$ cat src/sv/ts2ns_pkg.sv
// ============================================================================
// ts2ns_pkg: shared types and constants for the timestamp-to-epoch converter
// Transaction structs, status codes, character codes, field positions,
// conversion constants and small lookup functions.
// ============================================================================
package ts2ns_pkg;

    localparam int MAX_FIELD_CHARS_DEF = 32;

    localparam int POS_W  = 6;
    localparam int ACC_W  = 64;
    localparam int K_W    = 30;
    localparam int YEAR_W = 14;
    localparam int FRAC_W = 30;
    localparam int FCNT_W = 4;

    // result status codes
    localparam logic [1:0] STATUS_OK        = 2'd0;
    localparam logic [1:0] STATUS_MALFORMED = 2'd1;
    localparam logic [1:0] STATUS_RANGE     = 2'd2;
    localparam logic [1:0] STATUS_OVERFLOW  = 2'd3;

    // ASCII codes
    localparam logic [7:0] CH_ZERO  = 8'h30;
    localparam logic [7:0] CH_NINE  = 8'h39;
    localparam logic [7:0] CH_DASH  = 8'h2D;
    localparam logic [7:0] CH_COLON = 8'h3A;
    localparam logic [7:0] CH_DOT   = 8'h2E;
    localparam logic [7:0] CH_T     = 8'h54;
    localparam logic [7:0] CH_Z     = 8'h5A;

    // character positions in YYYY-MM-DDTHH:MM:SS
    localparam logic [POS_W-1:0] POS_YEAR_DASH = 6'd4;
    localparam logic [POS_W-1:0] POS_MON_HI    = 6'd5;
    localparam logic [POS_W-1:0] POS_MON_LO    = 6'd6;
    localparam logic [POS_W-1:0] POS_DATE_DASH = 6'd7;
    localparam logic [POS_W-1:0] POS_DAY_HI    = 6'd8;
    localparam logic [POS_W-1:0] POS_DAY_LO    = 6'd9;
    localparam logic [POS_W-1:0] POS_T         = 6'd10;
    localparam logic [POS_W-1:0] POS_HR_HI     = 6'd11;
    localparam logic [POS_W-1:0] POS_HR_LO     = 6'd12;
    localparam logic [POS_W-1:0] POS_COLON_A   = 6'd13;
    localparam logic [POS_W-1:0] POS_MIN_HI    = 6'd14;
    localparam logic [POS_W-1:0] POS_MIN_LO    = 6'd15;
    localparam logic [POS_W-1:0] POS_COLON_B   = 6'd16;
    localparam logic [POS_W-1:0] POS_SEC_HI    = 6'd17;
    localparam logic [POS_W-1:0] POS_SEC_LO    = 6'd18;
    localparam logic [POS_W-1:0] POS_FRAC      = 6'd19;
    localparam logic [POS_W-1:0] POS_MAX       = 6'd63;

    localparam logic [FCNT_W-1:0] FRAC_DIGITS_MAX = 4'd9;

    // multiplier constants
    localparam logic [K_W-1:0] K_ERA  = 30'd146097;
    localparam logic [K_W-1:0] K_YEAR = 30'd365;
    localparam logic [K_W-1:0] K_DAY  = 30'd86400;
    localparam logic [K_W-1:0] K_HOUR = 30'd3600;
    localparam logic [K_W-1:0] K_MIN  = 30'd60;
    localparam logic [K_W-1:0] K_NS   = 30'd1000000000;

    localparam logic [20:0] EPOCH_DAYS = 21'd719468;

    localparam logic [ACC_W-1:0] ACC_MAX = 64'h7FFF_FFFF_FFFF_FFFF;

    localparam logic signed [63:0] SECS_MAX = 64'sd9223372036;
    localparam logic signed [63:0] SECS_MIN = -64'sd9223372037;
    localparam logic signed [63:0] FRAC_MAX = 64'sd854775807;
    localparam logic signed [63:0] FRAC_MIN = 64'sd145224192;

    typedef struct packed {
        logic [7:0] char_code;
        logic       last;
    } in_item_t;

    typedef struct packed {
        logic signed [63:0] timestamp_ns;
        logic [1:0]         status;
        logic               iso_form;
    } out_item_t;

    typedef struct packed {
        logic                    start;
        logic                    load;
        logic signed [ACC_W-1:0] init;
        logic signed [ACC_W-1:0] x;
        logic [K_W-1:0]          k;
    } mac_cmd_t;

    typedef enum logic [3:0] {
        S_PARSE,
        S_EVAL,
        S_PREP,
        S_DAYS_ERA,
        S_DAYS_YOE,
        S_SECS_DAY,
        S_SECS_HR,
        S_SECS_MIN,
        S_FRAC,
        S_CHECK,
        S_NS,
        S_DONE
    } state_t;

    // days from March 1 to the first of the month (March-based year)
    function automatic logic [8:0] days_before_month(input logic [3:0] m);
        logic [8:0] r;
        begin
            case (m)
                4'd3:    r = 9'd0;
                4'd4:    r = 9'd31;
                4'd5:    r = 9'd61;
                4'd6:    r = 9'd92;
                4'd7:    r = 9'd122;
                4'd8:    r = 9'd153;
                4'd9:    r = 9'd184;
                4'd10:   r = 9'd214;
                4'd11:   r = 9'd245;
                4'd12:   r = 9'd275;
                4'd1:    r = 9'd306;
                4'd2:    r = 9'd337;
                default: r = 9'd0;
            endcase
            return r;
        end
    endfunction

    // 10^(9 - digits): scales a fraction of n digits to nanoseconds
    function automatic logic [K_W-1:0] frac_scale(input logic [FCNT_W-1:0] n);
        logic [K_W-1:0] r;
        begin
            case (n)
                4'd0:    r = 30'd1000000000;
                4'd1:    r = 30'd100000000;
                4'd2:    r = 30'd10000000;
                4'd3:    r = 30'd1000000;
                4'd4:    r = 30'd100000;
                4'd5:    r = 30'd10000;
                4'd6:    r = 30'd1000;
                4'd7:    r = 30'd100;
                4'd8:    r = 30'd10;
                default: r = 30'd1;
            endcase
            return r;
        end
    endfunction

endpackage

$ cat src/sv/ts2ns_mac.sv
// ============================================================================
// ts2ns_mac: shift-add multiply-accumulate unit
// acc += x * k, one bit of the constant k per cycle; busy while k has bits.
// ============================================================================
module ts2ns_mac
    import ts2ns_pkg::*;
(
    input  logic                    clk,
    input  logic                    rst_n,
    input  mac_cmd_t                cmd,
    output logic                    busy,
    output logic signed [ACC_W-1:0] acc
);

    logic [ACC_W-1:0] acc_reg, acc_next;
    logic [ACC_W-1:0] x_reg, x_next;
    logic [K_W-1:0]   k_reg, k_next;

    always_comb
    begin
        acc_next = acc_reg;
        x_next   = x_reg;
        k_next   = k_reg;
        if (cmd.start)
        begin
            if (cmd.load)
            begin
                acc_next = cmd.init;
            end
            x_next = cmd.x;
            k_next = cmd.k;
        end
        else if (k_reg != '0)
        begin
            if (k_reg[0])
            begin
                acc_next = acc_reg + x_reg;
            end
            x_next = {x_reg[ACC_W-2:0], 1'b0};
            k_next = {1'b0, k_reg[K_W-1:1]};
        end
    end

    always_ff @(posedge clk or negedge rst_n)
    begin
        if (!rst_n)
        begin
            k_reg <= '0;
        end
        else
        begin
            k_reg <= k_next;
        end
    end

    always_ff @(posedge clk)
    begin
        acc_reg <= acc_next;
        x_reg   <= x_next;
    end

    assign busy = (k_reg != '0);
    assign acc  = $signed(acc_reg);

endmodule

$ cat src/sv/iso8601_timestamp_to_epoch_ns.sv
// ============================================================================
// iso8601_timestamp_to_epoch_ns: timestamp text to Unix epoch nanoseconds
// Character-serial parser with a shared shift-add unit for the conversion.
// ============================================================================
// Usage:
//   char channel: one ASCII character per transaction; last marks the end of
//   the field. While a field is being parsed a character is taken every cycle.
//   result channel: one transaction per field, carrying timestamp_ns, status
//   and iso_form. timestamp_ns is zero unless status is ok.
// Conversion path:
//   Bare numbers and malformed or out-of-range date-times go from S_EVAL
//   to S_DONE and the output register. Valid ISO date-times use the shared
//   shift-add multiplier, which retires one bit of its constant per cycle
//   over seven products (era, year, day, hour, minute, fraction scale, 1e9).
//   char_stall is high from the cycle after the last character until the
//   result has moved to the output register.
// Reset: all parse state and the output valid flag clear; the block comes up
//   ready for the first character of a field.
// Receiver stall: the output register holds its transaction; the next field
//   may be parsed meanwhile, and its result waits in the result registers
//   until the output register frees up.
// ============================================================================
module iso8601_timestamp_to_epoch_ns
    import ts2ns_pkg::*;
#(
    parameter int MAX_FIELD_CHARS = MAX_FIELD_CHARS_DEF
)
(
    input  logic      clk,
    input  logic      rst_n,
    input  logic      char_valid,
    output logic      char_stall,
    input  in_item_t  char_data,
    output logic      result_valid,
    input  logic      result_stall,
    output out_item_t result_data
);

    localparam logic [POS_W:0] LONG_POS = (POS_W + 1)'(MAX_FIELD_CHARS - 1);

    state_t state_reg, state_next;

    // parse state
    logic [POS_W-1:0]  cp_reg, cp_next;
    logic [ACC_W-1:0]  dig_reg, dig_next;
    logic              dig_ovf_reg, dig_ovf_next;
    logic [YEAR_W-1:0] year_reg, year_next;
    logic [3:0]        month_reg, month_next;
    logic [4:0]        day_reg, day_next;
    logic [4:0]        hour_reg, hour_next;
    logic [5:0]        min_reg, min_next;
    logic [5:0]        sec_reg, sec_next;
    logic [FRAC_W-1:0] frac_reg, frac_next;
    logic [FCNT_W-1:0] fcnt_reg, fcnt_next;
    logic              notnum_reg, notnum_next;
    logic              malf_reg, malf_next;
    logic              range_reg, range_next;
    logic              infrac_reg, infrac_next;

    // conversion state
    logic signed [14:0] yp_reg, yp_next;
    logic signed [5:0]  era_reg, era_next;
    logic signed [63:0] secs_reg, secs_next;

    // pending result and output register
    out_item_t res_reg, res_next;
    out_item_t out_reg, out_next;
    logic      out_valid_reg, out_valid_next;

    logic     accept;
    logic     field_clear;
    mac_cmd_t mac_cmd;
    logic     mac_busy;
    logic signed [ACC_W-1:0] mac_acc;

    ts2ns_mac u_mac
    (
        .clk   (clk),
        .rst_n (rst_n),
        .cmd   (mac_cmd),
        .busy  (mac_busy),
        .acc   (mac_acc)
    );

    assign char_stall   = (state_reg != S_PARSE);
    assign accept       = char_valid && !char_stall;
    assign result_valid = out_valid_reg;
    assign result_data  = out_reg;

    // ------------------------------------------------------------------
    // Character parser
    // ------------------------------------------------------------------
    logic [7:0]        c;
    logic              isd;
    logic [3:0]        d;
    logic [ACC_W+3:0]  dig_prod;
    logic [7:0]        two_dig;
    logic [FRAC_W-1:0] frac_prod;

    always_comb
    begin
        c         = char_data.char_code;
        isd       = (c >= CH_ZERO) && (c <= CH_NINE);
        d         = 4'(c - CH_ZERO);
        dig_prod  = ({4'b0, dig_reg} << 3) + ({4'b0, dig_reg} << 1) + (ACC_W + 4)'(d);
        two_dig   = 8'(dig_reg[3:0]) * 8'd10 + 8'(d);
        frac_prod = (frac_reg << 3) + (frac_reg << 1) + FRAC_W'(d);

        cp_next      = cp_reg;
        dig_next     = dig_reg;
        dig_ovf_next = dig_ovf_reg;
        year_next    = year_reg;
        month_next   = month_reg;
        day_next     = day_reg;
        hour_next    = hour_reg;
        min_next     = min_reg;
        sec_next     = sec_reg;
        frac_next    = frac_reg;
        fcnt_next    = fcnt_reg;
        notnum_next  = notnum_reg;
        malf_next    = malf_reg;
        range_next   = range_reg;
        infrac_next  = infrac_reg;

        if (field_clear)
        begin
            cp_next      = '0;
            dig_next     = '0;
            dig_ovf_next = 1'b0;
            year_next    = '0;
            month_next   = '0;
            day_next     = '0;
            hour_next    = '0;
            min_next     = '0;
            sec_next     = '0;
            frac_next    = '0;
            fcnt_next    = '0;
            notnum_next  = 1'b0;
            malf_next    = 1'b0;
            range_next   = 1'b0;
            infrac_next  = 1'b0;
        end
        else if (accept)
        begin
            cp_next = (cp_reg == POS_MAX) ? POS_MAX : cp_reg + 1'b1;
            if (!notnum_reg && isd)
            begin
                // bare number: too many digits is malformed, too large overflows
                if ({1'b0, cp_reg} >= LONG_POS)
                begin
                    malf_next = 1'b1;
                end
                if (!dig_ovf_reg)
                begin
                    if (dig_prod > {4'b0, ACC_MAX})
                    begin
                        dig_ovf_next = 1'b1;
                    end
                    else
                    begin
                        dig_next = dig_prod[ACC_W-1:0];
                    end
                end
            end
            else if (!notnum_reg)
            begin
                // first non-digit switches to date-time form
                notnum_next = 1'b1;
                if (cp_reg == POS_YEAR_DASH && c == CH_DASH)
                begin
                    year_next = dig_reg[YEAR_W-1:0];
                    dig_next  = '0;
                end
                else
                begin
                    malf_next = 1'b1;
                end
            end
            else if (cp_reg >= POS_FRAC)
            begin
                if (!infrac_reg)
                begin
                    if (cp_reg == POS_FRAC && c == CH_DOT)
                    begin
                        infrac_next = 1'b1;
                    end
                    else if (!(cp_reg == POS_FRAC && c == CH_Z && char_data.last))
                    begin
                        malf_next = 1'b1;
                    end
                end
                else if (isd && fcnt_reg < FRAC_DIGITS_MAX)
                begin
                    frac_next = frac_prod;
                    fcnt_next = fcnt_reg + 1'b1;
                end
                else if (!(c == CH_Z && char_data.last && fcnt_reg != '0))
                begin
                    malf_next = 1'b1;
                end
            end
            else
            begin
                case (cp_reg)
                    POS_DATE_DASH:
                    begin
                        if (c != CH_DASH) malf_next = 1'b1;
                    end
                    POS_T:
                    begin
                        if (c != CH_T) malf_next = 1'b1;
                    end
                    POS_COLON_A, POS_COLON_B:
                    begin
                        if (c != CH_COLON) malf_next = 1'b1;
                    end
                    POS_MON_HI, POS_DAY_HI, POS_HR_HI, POS_MIN_HI, POS_SEC_HI:
                    begin
                        if (isd) dig_next = ACC_W'(d);
                        else     malf_next = 1'b1;
                    end
                    POS_MON_LO:
                    begin
                        if (!isd) malf_next = 1'b1;
                        else if (two_dig >= 8'd1 && two_dig <= 8'd12) month_next = two_dig[3:0];
                        else range_next = 1'b1;
                    end
                    POS_DAY_LO:
                    begin
                        if (!isd) malf_next = 1'b1;
                        else if (two_dig >= 8'd1 && two_dig <= 8'd31) day_next = two_dig[4:0];
                        else range_next = 1'b1;
                    end
                    POS_HR_LO:
                    begin
                        if (!isd) malf_next = 1'b1;
                        else if (two_dig <= 8'd23) hour_next = two_dig[4:0];
                        else range_next = 1'b1;
                    end
                    POS_MIN_LO:
                    begin
                        if (!isd) malf_next = 1'b1;
                        else if (two_dig <= 8'd59) min_next = two_dig[5:0];
                        else range_next = 1'b1;
                    end
                    POS_SEC_LO:
                    begin
                        if (!isd) malf_next = 1'b1;
                        else if (two_dig <= 8'd60) sec_next = two_dig[5:0];
                        else range_next = 1'b1;
                    end
                    default:
                    begin
                        malf_next = 1'b1;
                    end
                endcase
            end
        end
    end

    // ------------------------------------------------------------------
    // Sequencer: status decision, then the conversion on the shared unit.
    //   days = era*146097 + yoe*365 + yoe/4 - yoe/100 + doy - 719468
    //   secs = days*86400 + hour*3600 + min*60 + sec
    //   ns   = secs*1e9 + frac*10^(9-digits)
    // ------------------------------------------------------------------
    logic               malf_f;
    logic signed [14:0] yp;
    logic [15:0]        ymul;
    logic [15:0]        yoe_w;
    logic [8:0]         yoe;
    logic [1:0]         cent;
    logic [8:0]         doy;
    logic [20:0]        base;
    logic               ns_ovf;

    always_comb
    begin
        malf_f = malf_reg || (cp_reg <= POS_SEC_LO) || (infrac_reg && fcnt_reg == '0);
        yp     = $signed({1'b0, year_reg}) - ((month_reg <= 4'd2) ? 15'sd1 : 15'sd0);
        // floor(yp/400) = floor(floor(yp/16)/25); /25 by reciprocal 41/1024
        ymul   = 16'(yp[13:4]) * 16'd41;

        yoe_w  = 16'(yp_reg) - 16'($signed({{10{era_reg[5]}}, era_reg}) * 16'sd400);
        yoe    = yoe_w[8:0];
        cent   = 2'(yoe >= 9'd100) + 2'(yoe >= 9'd200) + 2'(yoe >= 9'd300);
        doy    = days_before_month(month_reg) + 9'(day_reg) - 9'd1;
        base   = 21'(yoe[8:2]) - 21'(cent) + 21'(doy) - EPOCH_DAYS;

        ns_ovf = (secs_reg > SECS_MAX) || (secs_reg < SECS_MIN) ||
                 (secs_reg == SECS_MAX && mac_acc > FRAC_MAX) ||
                 (secs_reg == SECS_MIN && mac_acc < FRAC_MIN);
    end

    always_comb
    begin
        state_next     = state_reg;
        yp_next        = yp_reg;
        era_next       = era_reg;
        secs_next      = secs_reg;
        res_next       = res_reg;
        out_next       = out_reg;
        out_valid_next = out_valid_reg && result_stall;
        field_clear    = 1'b0;
        mac_cmd        = '0;

        case (state_reg)
            S_PARSE:
            begin
                if (accept && char_data.last)
                begin
                    state_next = S_EVAL;
                end
            end
            S_EVAL:
            begin
                res_next.iso_form     = notnum_reg;
                res_next.timestamp_ns = '0;
                state_next            = S_DONE;
                if (notnum_reg)
                begin
                    if (malf_f)
                    begin
                        res_next.status = STATUS_MALFORMED;
                    end
                    else if (range_reg)
                    begin
                        res_next.status = STATUS_RANGE;
                    end
                    else
                    begin
                        yp_next    = yp;
                        era_next   = yp[14] ? -6'sd1 : $signed({1'b0, ymul[14:10]});
                        state_next = S_PREP;
                    end
                end
                else if (malf_reg)
                begin
                    res_next.status = STATUS_MALFORMED;
                end
                else if (dig_ovf_reg)
                begin
                    res_next.status = STATUS_OVERFLOW;
                end
                else
                begin
                    res_next.status       = STATUS_OK;
                    res_next.timestamp_ns = $signed(dig_reg);
                end
            end
            S_PREP:
            begin
                mac_cmd.start = 1'b1;
                mac_cmd.load  = 1'b1;
                mac_cmd.init  = $signed({{43{base[20]}}, base});
                mac_cmd.x     = $signed({{58{era_reg[5]}}, era_reg});
                mac_cmd.k     = K_ERA;
                state_next    = S_DAYS_ERA;
            end
            S_DAYS_ERA:
            begin
                if (!mac_busy)
                begin
                    mac_cmd.start = 1'b1;
                    mac_cmd.x     = $signed(64'(yoe));
                    mac_cmd.k     = K_YEAR;
                    state_next    = S_DAYS_YOE;
                end
            end
            S_DAYS_YOE:
            begin
                // acc holds the day count
                if (!mac_busy)
                begin
                    mac_cmd.start = 1'b1;
                    mac_cmd.load  = 1'b1;
                    mac_cmd.init  = $signed(64'(sec_reg));
                    mac_cmd.x     = mac_acc;
                    mac_cmd.k     = K_DAY;
                    state_next    = S_SECS_DAY;
                end
            end
            S_SECS_DAY:
            begin
                if (!mac_busy)
                begin
                    mac_cmd.start = 1'b1;
                    mac_cmd.x     = $signed(64'(hour_reg));
                    mac_cmd.k     = K_HOUR;
                    state_next    = S_SECS_HR;
                end
            end
            S_SECS_HR:
            begin
                if (!mac_busy)
                begin
                    mac_cmd.start = 1'b1;
                    mac_cmd.x     = $signed(64'(min_reg));
                    mac_cmd.k     = K_MIN;
                    state_next    = S_SECS_MIN;
                end
            end
            S_SECS_MIN:
            begin
                // acc holds seconds; park them and scale the fraction
                if (!mac_busy)
                begin
                    secs_next     = mac_acc;
                    mac_cmd.start = 1'b1;
                    mac_cmd.load  = 1'b1;
                    mac_cmd.init  = '0;
                    mac_cmd.x     = $signed(64'(frac_reg));
                    mac_cmd.k     = frac_scale(fcnt_reg);
                    state_next    = S_FRAC;
                end
            end
            S_FRAC:
            begin
                if (!mac_busy)
                begin
                    state_next = S_CHECK;
                end
            end
            S_CHECK:
            begin
                if (ns_ovf)
                begin
                    res_next.status       = STATUS_OVERFLOW;
                    res_next.timestamp_ns = '0;
                    state_next            = S_DONE;
                end
                else
                begin
                    mac_cmd.start = 1'b1;
                    mac_cmd.load  = 1'b1;
                    mac_cmd.init  = mac_acc;
                    mac_cmd.x     = secs_reg;
                    mac_cmd.k     = K_NS;
                    state_next    = S_NS;
                end
            end
            S_NS:
            begin
                if (!mac_busy)
                begin
                    res_next.status       = STATUS_OK;
                    res_next.timestamp_ns = mac_acc;
                    state_next            = S_DONE;
                end
            end
            S_DONE:
            begin
                // hand off once the output register is free or draining
                if (!out_valid_reg || !result_stall)
                begin
                    out_next       = res_reg;
                    out_valid_next = 1'b1;
                    field_clear    = 1'b1;
                    state_next     = S_PARSE;
                end
            end
            default:
            begin
                state_next = S_PARSE;
            end
        endcase
    end

    always_ff @(posedge clk or negedge rst_n)
    begin
        if (!rst_n)
        begin
            state_reg     <= S_PARSE;
            out_valid_reg <= 1'b0;
            cp_reg        <= '0;
            dig_reg       <= '0;
            dig_ovf_reg   <= 1'b0;
            year_reg      <= '0;
            month_reg     <= '0;
            day_reg       <= '0;
            hour_reg      <= '0;
            min_reg       <= '0;
            sec_reg       <= '0;
            frac_reg      <= '0;
            fcnt_reg      <= '0;
            notnum_reg    <= 1'b0;
            malf_reg      <= 1'b0;
            range_reg     <= 1'b0;
            infrac_reg    <= 1'b0;
        end
        else
        begin
            state_reg     <= state_next;
            out_valid_reg <= out_valid_next;
            cp_reg        <= cp_next;
            dig_reg       <= dig_next;
            dig_ovf_reg   <= dig_ovf_next;
            year_reg      <= year_next;
            month_reg     <= month_next;
            day_reg       <= day_next;
            hour_reg      <= hour_next;
            min_reg       <= min_next;
            sec_reg       <= sec_next;
            frac_reg      <= frac_next;
            fcnt_reg      <= fcnt_next;
            notnum_reg    <= notnum_next;
            malf_reg      <= malf_next;
            range_reg     <= range_next;
            infrac_reg    <= infrac_next;
        end
    end

    always_ff @(posedge clk)
    begin
        yp_reg   <= yp_next;
        era_reg  <= era_next;
        secs_reg <= secs_next;
        res_reg  <= res_next;
        out_reg  <= out_next;
    end

endmodule

$ cat config.mk
export PLATFORM = sky130hd
export DESIGN_NAME = iso8601_timestamp_to_epoch_ns
export DESIGN_NICKNAME = d
export VERILOG_FILES = /design/src/sv/ts2ns_pkg.sv /design/src/sv/ts2ns_mac.sv /design/src/sv/iso8601_timestamp_to_epoch_ns.sv
export SDC_FILE = /design/constraint.sdc
export NUM_CORES = 1
export LEC_CHECK = 0
export ABC_CLOCK_PERIOD_IN_PS = 21600
export BUFFER_PORTS_ARGS = -buffer_cell sky130_fd_sc_hd__buf_2
export CAP_MARGIN = 30
export CORE_MARGIN = 1.5
export CORE_UTILIZATION = 40
export DETAILED_ROUTE_END_ITERATION = 6
export SLEW_MARGIN = 20
export SYNTH_ARGS = -nofsm -noshare
export SYNTH_HDL_FRONTEND = slang
export SYNTH_SLANG_ARGS = --single-unit
$ cat constraint.sdc
create_clock -name clk -period 21.6 [get_ports clk]
set_clock_uncertainty 0.05 [all_clocks]
set_input_delay 1.08 -clock clk [delete_from_list [all_inputs] [get_ports clk]]
set_output_delay 1.08 -clock clk [all_outputs]
set_load 0.1 [all_outputs]
Word-level counts from Yosys, hierarchy flattened --
Memories as Yosys holds them, arrays and structs flattened. Index checks and enable logic that the tools add are counted.
Operators by class: add/subtract/negate cells 18, $mul 3, $lt $le $gt $ge 21, equal/unequal tests 77, multiplexer cells 169, bitwise logic cells 3, reduce and logical (&&, ||, !) cells 79
Operator list (count):
- two-way mux 64 bit | 19
- case mux 94 bit (7 select lines) | 1
- two-way mux 160 bit | 3
- two-way mux 30 bit | 9
- case mux 65 bit (4 select lines) | 1
- case mux 66 bit (3 select lines) | 1
- two-way mux 66 bit | 2
- equality test 64 x 35 -> 1 bit, second input constant | 2
- two-way mux 6 bit | 20
- two-way mux 4 bit | 27
- two-way mux 5 bit | 16
- two-way mux 14 bit | 5
- adder 67 x 65 -> 68 bit | 1
- adder 68 x 4 -> 68 bit | 1
- greater-than comparator 68 x 63 -> 1 bit, second input constant | 1
- adder 64 bit | 1
- greater-than comparator 64 x 31 -> 1 bit, second input constant | 1
- greater-than comparator 64 x 35 -> 1 bit, second input constant | 1
- < comparator 64 x 29 -> 1 bit, second input constant | 1
- < comparator 64 x 35 -> 1 bit, second input constant | 1
- two-way mux 1 bit | 53
- equality test 6 x 4 -> 1 bit, second input constant | 8
- case mux 4 bit (12 select lines) | 1
- inequality test 6 bit, second input constant | 7
- 76 further kinds | 187
Storage, ports and cells: register bits after elaboration 525, bits in read-only memories 624, bits of input ports 13, output and inout bits 69, logic and storage cells 402, memories kept 2
Memories:
- (name not given) | depth 16, bits a word 30, rd ports 1, clocked after memory_dff 0, write ports 0, RTL line ts2ns_pkg.sv:131 | case (n)
- (name not given) | depth 16, bits a word 9, rd ports 1, clocked after memory_dff 0, write ports 0, RTL line ts2ns_pkg.sv:108 | case (m)

Logic depth before layout (Yosys ltp) --
depth after elaboration 12, depth in mapped cells 25, depth with buffers taken out 25

Cells and area by module --
Synthesis repeated with hierarchy kept, for this count alone.
Second synthesis, totals: cells, all modules 3609, area total of the unflattened synthesis 35865.6 µm²
By module, submodules not included:
- iso8601_timestamp_to_epoch_ns | instances 1, cells each 2631, area each 25669.6 µm², sequential area each 10249.8 µm²
- ts2ns_mac | instances 1, cells each 978, area each 10196.0 µm², sequential area each 4594.4 µm²

Worst setup path after synthesis --
No wires, ideal clock.
path type reg-to-reg, start point register u_mac.k_reg[25], end point register u_mac.acc_reg[0], in the netlist u_mac.acc[0], enable pin, library setup time 0.575 ns, arrival time 8.168 ns, required time 20.975 ns, slack 12.806 ns, stages on the path, launching flop included 9, path through dfrtp_1 nor4_1 nand4_1 or3_1 clkbuf_1 nor2_1 clkbuf_1 nor3_1 o21ai_0
Between the ends: word-level cells in the longest chain between the ends 5, elaborated cells on any way between the ends 11, classes of those cells eq/ne: 2; mux: 5; reduce/logical: 4
Ends and longest elaborated chain:
- from (decl) | RTL line ts2ns_mac.sv:17 | logic [K_W-1:0] k_reg, k_next;
- from (signal assigned) | RTL line ts2ns_mac.sv:52 | k_reg <= k_next;
- nonzero test 30 bit (*) | RTL line ts2ns_mac.sv:33, ts2ns_mac.sv:62
- two-way mux 160 bit (tied with other cells) | RTL line iso8601_timestamp_to_epoch_ns.sv:406 | if (!mac_busy)
- case mux 1 bit (5 select lines) or case mux 65 bit (4 select lines) (tied branches) | RTL line iso8601_timestamp_to_epoch_ns.sv:307 | case (state_reg)
- inequality test 3 bit (no source line) (tied with other cells)
- AND reduction 4 bit (no source line) (*)
- to (signal assigned) | RTL line ts2ns_mac.sv:58 | acc_reg <= acc_next;
- to (decl) | RTL line ts2ns_mac.sv:15 | logic [ACC_W-1:0] acc_reg, acc_next;
Mark *: on every way between the ends. The rest lies on a longest branch, timed or not. A chain may end at the register's enable or synchronous reset.

Worst setup path in the final report --
start point register era_reg[0], end point register u_mac.acc_reg[10], in the netlist u_mac.acc[10], data pin
Between the ends: word-level cells in the longest chain between the ends 11, elaborated cells on any way between the ends 13, classes of those cells add/sub: 6; mul: 1; order compare: 3; mux: 3
Ends and longest elaborated chain:
- from (decl) | RTL line iso8601_timestamp_to_epoch_ns.sv:62 | logic signed [5:0] era_reg, era_next;
- from (signal assigned) | RTL line iso8601_timestamp_to_epoch_ns.sv:516 | era_reg <= era_next;
- multiplier 6 x 6 -> 5 bit (*) | RTL line iso8601_timestamp_to_epoch_ns.sv:284 | yoe_w = 16'(yp_reg) - 16'($signed({{10{era_reg[5]}}, era_reg}) * 16'sd400);
- subtractor 9 bit (*) | RTL line iso8601_timestamp_to_epoch_ns.sv:284
- >= comparator 9 x 7 -> 1 bit or >= comparator 9 x 8 -> 1 bit (tied branches) | RTL line iso8601_timestamp_to_epoch_ns.sv:286 | cent = 2'(yoe >= 9'd100) + 2'(yoe >= 9'd200) + 2'(yoe >= 9'd300);
- adder 1 x 1 -> 2 bit | RTL line iso8601_timestamp_to_epoch_ns.sv:286
- adder 2 x 1 -> 2 bit | RTL line iso8601_timestamp_to_epoch_ns.sv:286
- subtractor 7 x 2 -> 8 bit (*) | RTL line iso8601_timestamp_to_epoch_ns.sv:288 | base = 21'(yoe[8:2]) - 21'(cent) + 21'(doy) - EPOCH_DAYS;
- adder 8 x 10 -> 11 bit (*) | RTL line iso8601_timestamp_to_epoch_ns.sv:288
- subtractor 21 x 20 -> 21 bit (*) | RTL line iso8601_timestamp_to_epoch_ns.sv:288
- case mux 65 bit (4 select lines) (*) | RTL line iso8601_timestamp_to_epoch_ns.sv:307
- two-way mux 64 bit (*) | RTL line ts2ns_mac.sv:26 | if (cmd.load)
- two-way mux 64 bit (*) | RTL line ts2ns_mac.sv:24 | if (cmd.start)
- via u_mac.acc_next[10] | RTL line ts2ns_mac.sv:15
The timed path passes the listed nets; every way through them passes the cells marked *. The select of a mux whose other input is x is not followed.

==> load_flow_metrics.sql <==
INSERT INTO impl_metrics (metric_group, metric, value, unit) VALUES
('global_route', 'via_count_of_the_first_global_routing_pass', '25400', ''),
('pwr', 'total_leakage_power', '15.2', 'nW'),
('layout', 'finish.net_count', '3602', ''),
('flow_run', 'max_cap_violations', '0', ''),
('yosys', 'synth.distinct_cells', '87', ''),
('global_route', 'grt_antenna_before_repair', '4', ''),
('clock_tree', 'cts_num_sinks', '525', ''),
('floorplan', 'starting_density_of_the_core', '40.4', '%'),
('floorplan', 'floorplan.rows', '106', ''),
('pwr', 'share_clk_of_total_power', '49.3', '%'),
('pwr', 'power.density_cell_area', '56.7', 'nW/um^2'),
('yosys', 'edff_count_synth', '341', ''),
('placed_design', 'globalplace.congestion', '0.913', ''),
('setup_path', 'critical_path_required', '21.91', 'ns'),
('placed_design', 'dp_hpwl', '71100', 'um'),
('yosys', 'synth_top_cell_area_share', '30.3', '%'),
('global_route', 'grt_first_pass_wirelength', '152000', 'um'),
('clock_tree', 'clkLatencyLatePin', '0.64', 'ns'),
('yosys', 'ys_seq_area_share', '43.9', '%'),
('setup_path', 'critPathTopFamily', 'adder cells', ''),
('setup_path', 'setup.worst_path.start_class', 'flop', ''),
('setup_path', 'timing.critical_path.mode_cell', 'sky130_fd_sc_hd__fa_1', ''),
('timing', 'setup_violations_final', '0', ''),
('timing', 'tightestPinTransition', '1.05', 'ns'),
('timing', 'maxSlewViolCount', '0', ''),
('timing', 'rsz_0062_raised_after_global_routing', 'false', ''),
('pwr', 'switching_share', '21.2', '%'),
('yosys', 'syn_inst', '3225', ''),
('clock_tree', 'postCtsSetupBuffers', '0', ''),
('global_route', 'grt_max_degree', '73', ''),
('drt', 'post_drt_via_cell_ratio', '5.91', ''),
('pwr', 'vdd.ir_drop.worst', '59.2', 'uV'),
('drt', 'totalWireLength', '98500', 'um'),
('placed_design', 'placement.cell_area', '35400', 'um^2'),
('drt', 'post-route-drc-count', '0', ''),
('pwr', 'p_switching', '0.449', 'mW'),
('setup_path', 'crit_type', 'flop to flop', ''),
('drt', 'dr.pass1.iters', '6', ''),
('clock_tree', 'htree_num_levels', '2', ''),
('clock_tree', 'ctsResizeCount', '0', ''),
('pwr', 'power.total', '2.12', 'mW'),
('floorplan', 'floorplan.die_area', '86300', 'um^2'),
('timing', 'timing.final.crit_period', '6.11', 'ns'),
('pwr', 'power.sequential.fraction', '50.0', '%'),
('floorplan', 'io_pins', '82', ''),
('clock_tree', 'cts_hold_buf', '0', ''),
('drt', 'detailroute.via_count', '26200', ''),
('global_route', 'track_usage', '22.6', '%'),
('clock_tree', 'clk_transition_reported_paths', '0.06', 'ns'),
('timing', 'timing.final.crit_share', '28.3', '%'),
('placed_design', 'place.detailed.instances', '4316', ''),
('clock_tree', 'cts.root.buffer_cell', 'sky130_fd_sc_hd__clkbuf_16', ''),
('setup_path', 'path_buf_inv', '2', ''),
('drt', 'final_antenna_net_count', '0', ''),
('yosys', 'async_reset_ff_share', '35.0', '%'),
('layout', 'post_route_cells_drive_above_1_share', '8.80', '%'),
('timing', 'slew-limit-headroom', '29.8', '%'),
('pwr', 'comb_power_share', '0.7', '%'),
('timing', 'timing.final.hold_violations', '0', ''),
('yosys', 'post_synth_main_area_contributors', 'sky130_fd_sc_hd__edfxtp_1 30%, sky130_fd_sc_hd__dfrtp_1 14%, sky130_fd_sc_hd__ha_1 12%, sky130_fd_sc_hd__o21ai_0 3.3%, sky130_fd_sc_hd__a21oi_1 3.3%', ''),
('floorplan', 'die-height', '294', 'um'),
('setup_path', 'critical-path-slowest-cell', 'sky130_fd_sc_hd__xor2_1', ''),
('setup_path', 'critical_path.cell_chain', 'ha_1 -> inv_1 -> fa_1 -> xor2_1 -> o311ai_0 -> nand2_1 -> ha_1 -> fa_1 -> fa_1 -> fa_1 -> inv_1 -> fa_1 -> a21o_1 -> a21oi_1 -> o21bai_1 -> a21oi_1 -> o21bai_1 -> a21oi_1 -> xnor2_1 -> a211oi_1 -> nor2_1 -> xnor2_1 -> o22ai_1', ''),
('setup_path', 'worst-path-max-fanout', '7', ''),
('layout', 'leading_cell_type_in_the_layout_fill_and_taps_excluded', 'sky130_fd_sc_hd__edfxtp_1', ''),
('timing', 'final_sum_of_negative_setup_slack', '0', 'ns'),
('global_route', 'remaining_overflow_grt', '0', ''),
('timing', 'achievable-frequency', '164', 'MHz'),
('outcome', 'outcome', 'completed', ''),
('yosys', 'syn-cell-area', '33800', 'um^2'),
('drt', 'post_drt_wl_per_cell', '22.2', 'um');
## cell type report
type,instances,area (um^2)
diodes,2,5.00
repair buffers,113,697
clock buffers,74,1640
flip-flops and latches,525,14800
fillers,7908,46300
inverters,134,505
clock inverters,36,365
multi-input cells,2413,17900
well taps,1134,1420
## synthesized netlist by cell type (10+ instances only)
cell type,n
sky130_fd_sc_hd__a2111oi_0,10
sky130_fd_sc_hd__a211o_1,11
sky130_fd_sc_hd__a211oi_1,29
sky130_fd_sc_hd__a21o_1,90
sky130_fd_sc_hd__a21oi_1,223
sky130_fd_sc_hd__a221o_1,88
sky130_fd_sc_hd__a221oi_1,16
sky130_fd_sc_hd__a22o_1,70
sky130_fd_sc_hd__a22oi_1,15
sky130_fd_sc_hd__a31oi_1,25
sky130_fd_sc_hd__and2_1,19
sky130_fd_sc_hd__and3_1,31
sky130_fd_sc_hd__and4_1,11
sky130_fd_sc_hd__buf_1,14
sky130_fd_sc_hd__buf_2,20
sky130_fd_sc_hd__clkbuf_1,116
sky130_fd_sc_hd__dfrtp_1,184
sky130_fd_sc_hd__edfxtp_1,341
sky130_fd_sc_hd__fa_1,17
sky130_fd_sc_hd__ha_1,327
sky130_fd_sc_hd__inv_1,134
sky130_fd_sc_hd__mux2_2,31
sky130_fd_sc_hd__nand2_1,220
sky130_fd_sc_hd__nand2b_1,29
sky130_fd_sc_hd__nand3_1,80
sky130_fd_sc_hd__nand4_1,60
sky130_fd_sc_hd__nor2_1,151
sky130_fd_sc_hd__nor2b_1,32
sky130_fd_sc_hd__nor3_1,51
sky130_fd_sc_hd__nor4_1,38
sky130_fd_sc_hd__o211ai_1,10
sky130_fd_sc_hd__o21a_1,22
sky130_fd_sc_hd__o21ai_0,226
sky130_fd_sc_hd__o21bai_1,49
sky130_fd_sc_hd__o2bb2ai_1,59
sky130_fd_sc_hd__o31ai_1,14
sky130_fd_sc_hd__or2_2,10
sky130_fd_sc_hd__or3_1,18
sky130_fd_sc_hd__or4_1,13
sky130_fd_sc_hd__xnor2_1,117
sky130_fd_sc_hd__xor2_1,82
## layer usage
metal,share of wire [%],wire [um],up-vias,track usage (%)
met4,1.4,1400,2,4.46
met3,6.8,6740,92,4.18
met2,45,44100,763,35.3
met1,47,46200,13000,32.7
met5,0.013,13,-,0
li1,-,-,12400,-
## per-stage QoR
stage | hold slack, ns | util [%]
3_3_place_gp | 0.353 | 42.2
6_report | 0.366 | 44.7
5_1_grt | 0.373 | 44.7
2_1_floorplan | 0.350 | -
4_1_cts | 0.369 | 44.6
3_5_place_dp | 0.355 | 42.2
## power by group through the flow
| stage | logic, mW | clock network, mW | registers [mW] |
|---|---|---|---|
| finish | 0.0140 | 1.05 | 1.06 |
| global route | 0.0165 | 1.10 | 1.06 |
| CTS | 0.0148 | 1.06 | 1.06 |
| detailed placement | 0.0147 | 0 | 1.08 |
| global placement | 0.0145 | 0 | 1.08 |
| floorplan | 0.00283 | 0 | 1.08 |
## final timing paths
| kind | slack [ns] | cells past startpoint | end | startpoint |
|---|---|---|---|---|
| worst max-delay path | 15.49 | 23 | u_mac.acc[10] | era_reg[0] |
| max in group asynchronous | 19.09 | 3 | frac_reg[11] | rst_n |
| worst max register to register | 15.49 | 23 | u_mac.acc[10] | era_reg[0] |
| min in group asynchronous | 0.42 | 1 | dig_reg[24] | rst_n |
| worst min-delay path | 0.37 | 0 | result_data[60] | res_reg[60] |
| worst min register to register | 0.37 | 0 | result_data[60] | res_reg[60] |
## cells by family after synthesis
kind of cell	share of synthesized area (%)
mux	1.37
compound gates	21.3
fa+ha+maj	13.1
buf+inv	3.33
flops	43.9
xor+xnor	5.15
simple gates	11.8
Note: power is estimated with default switching activity, not from simulation.
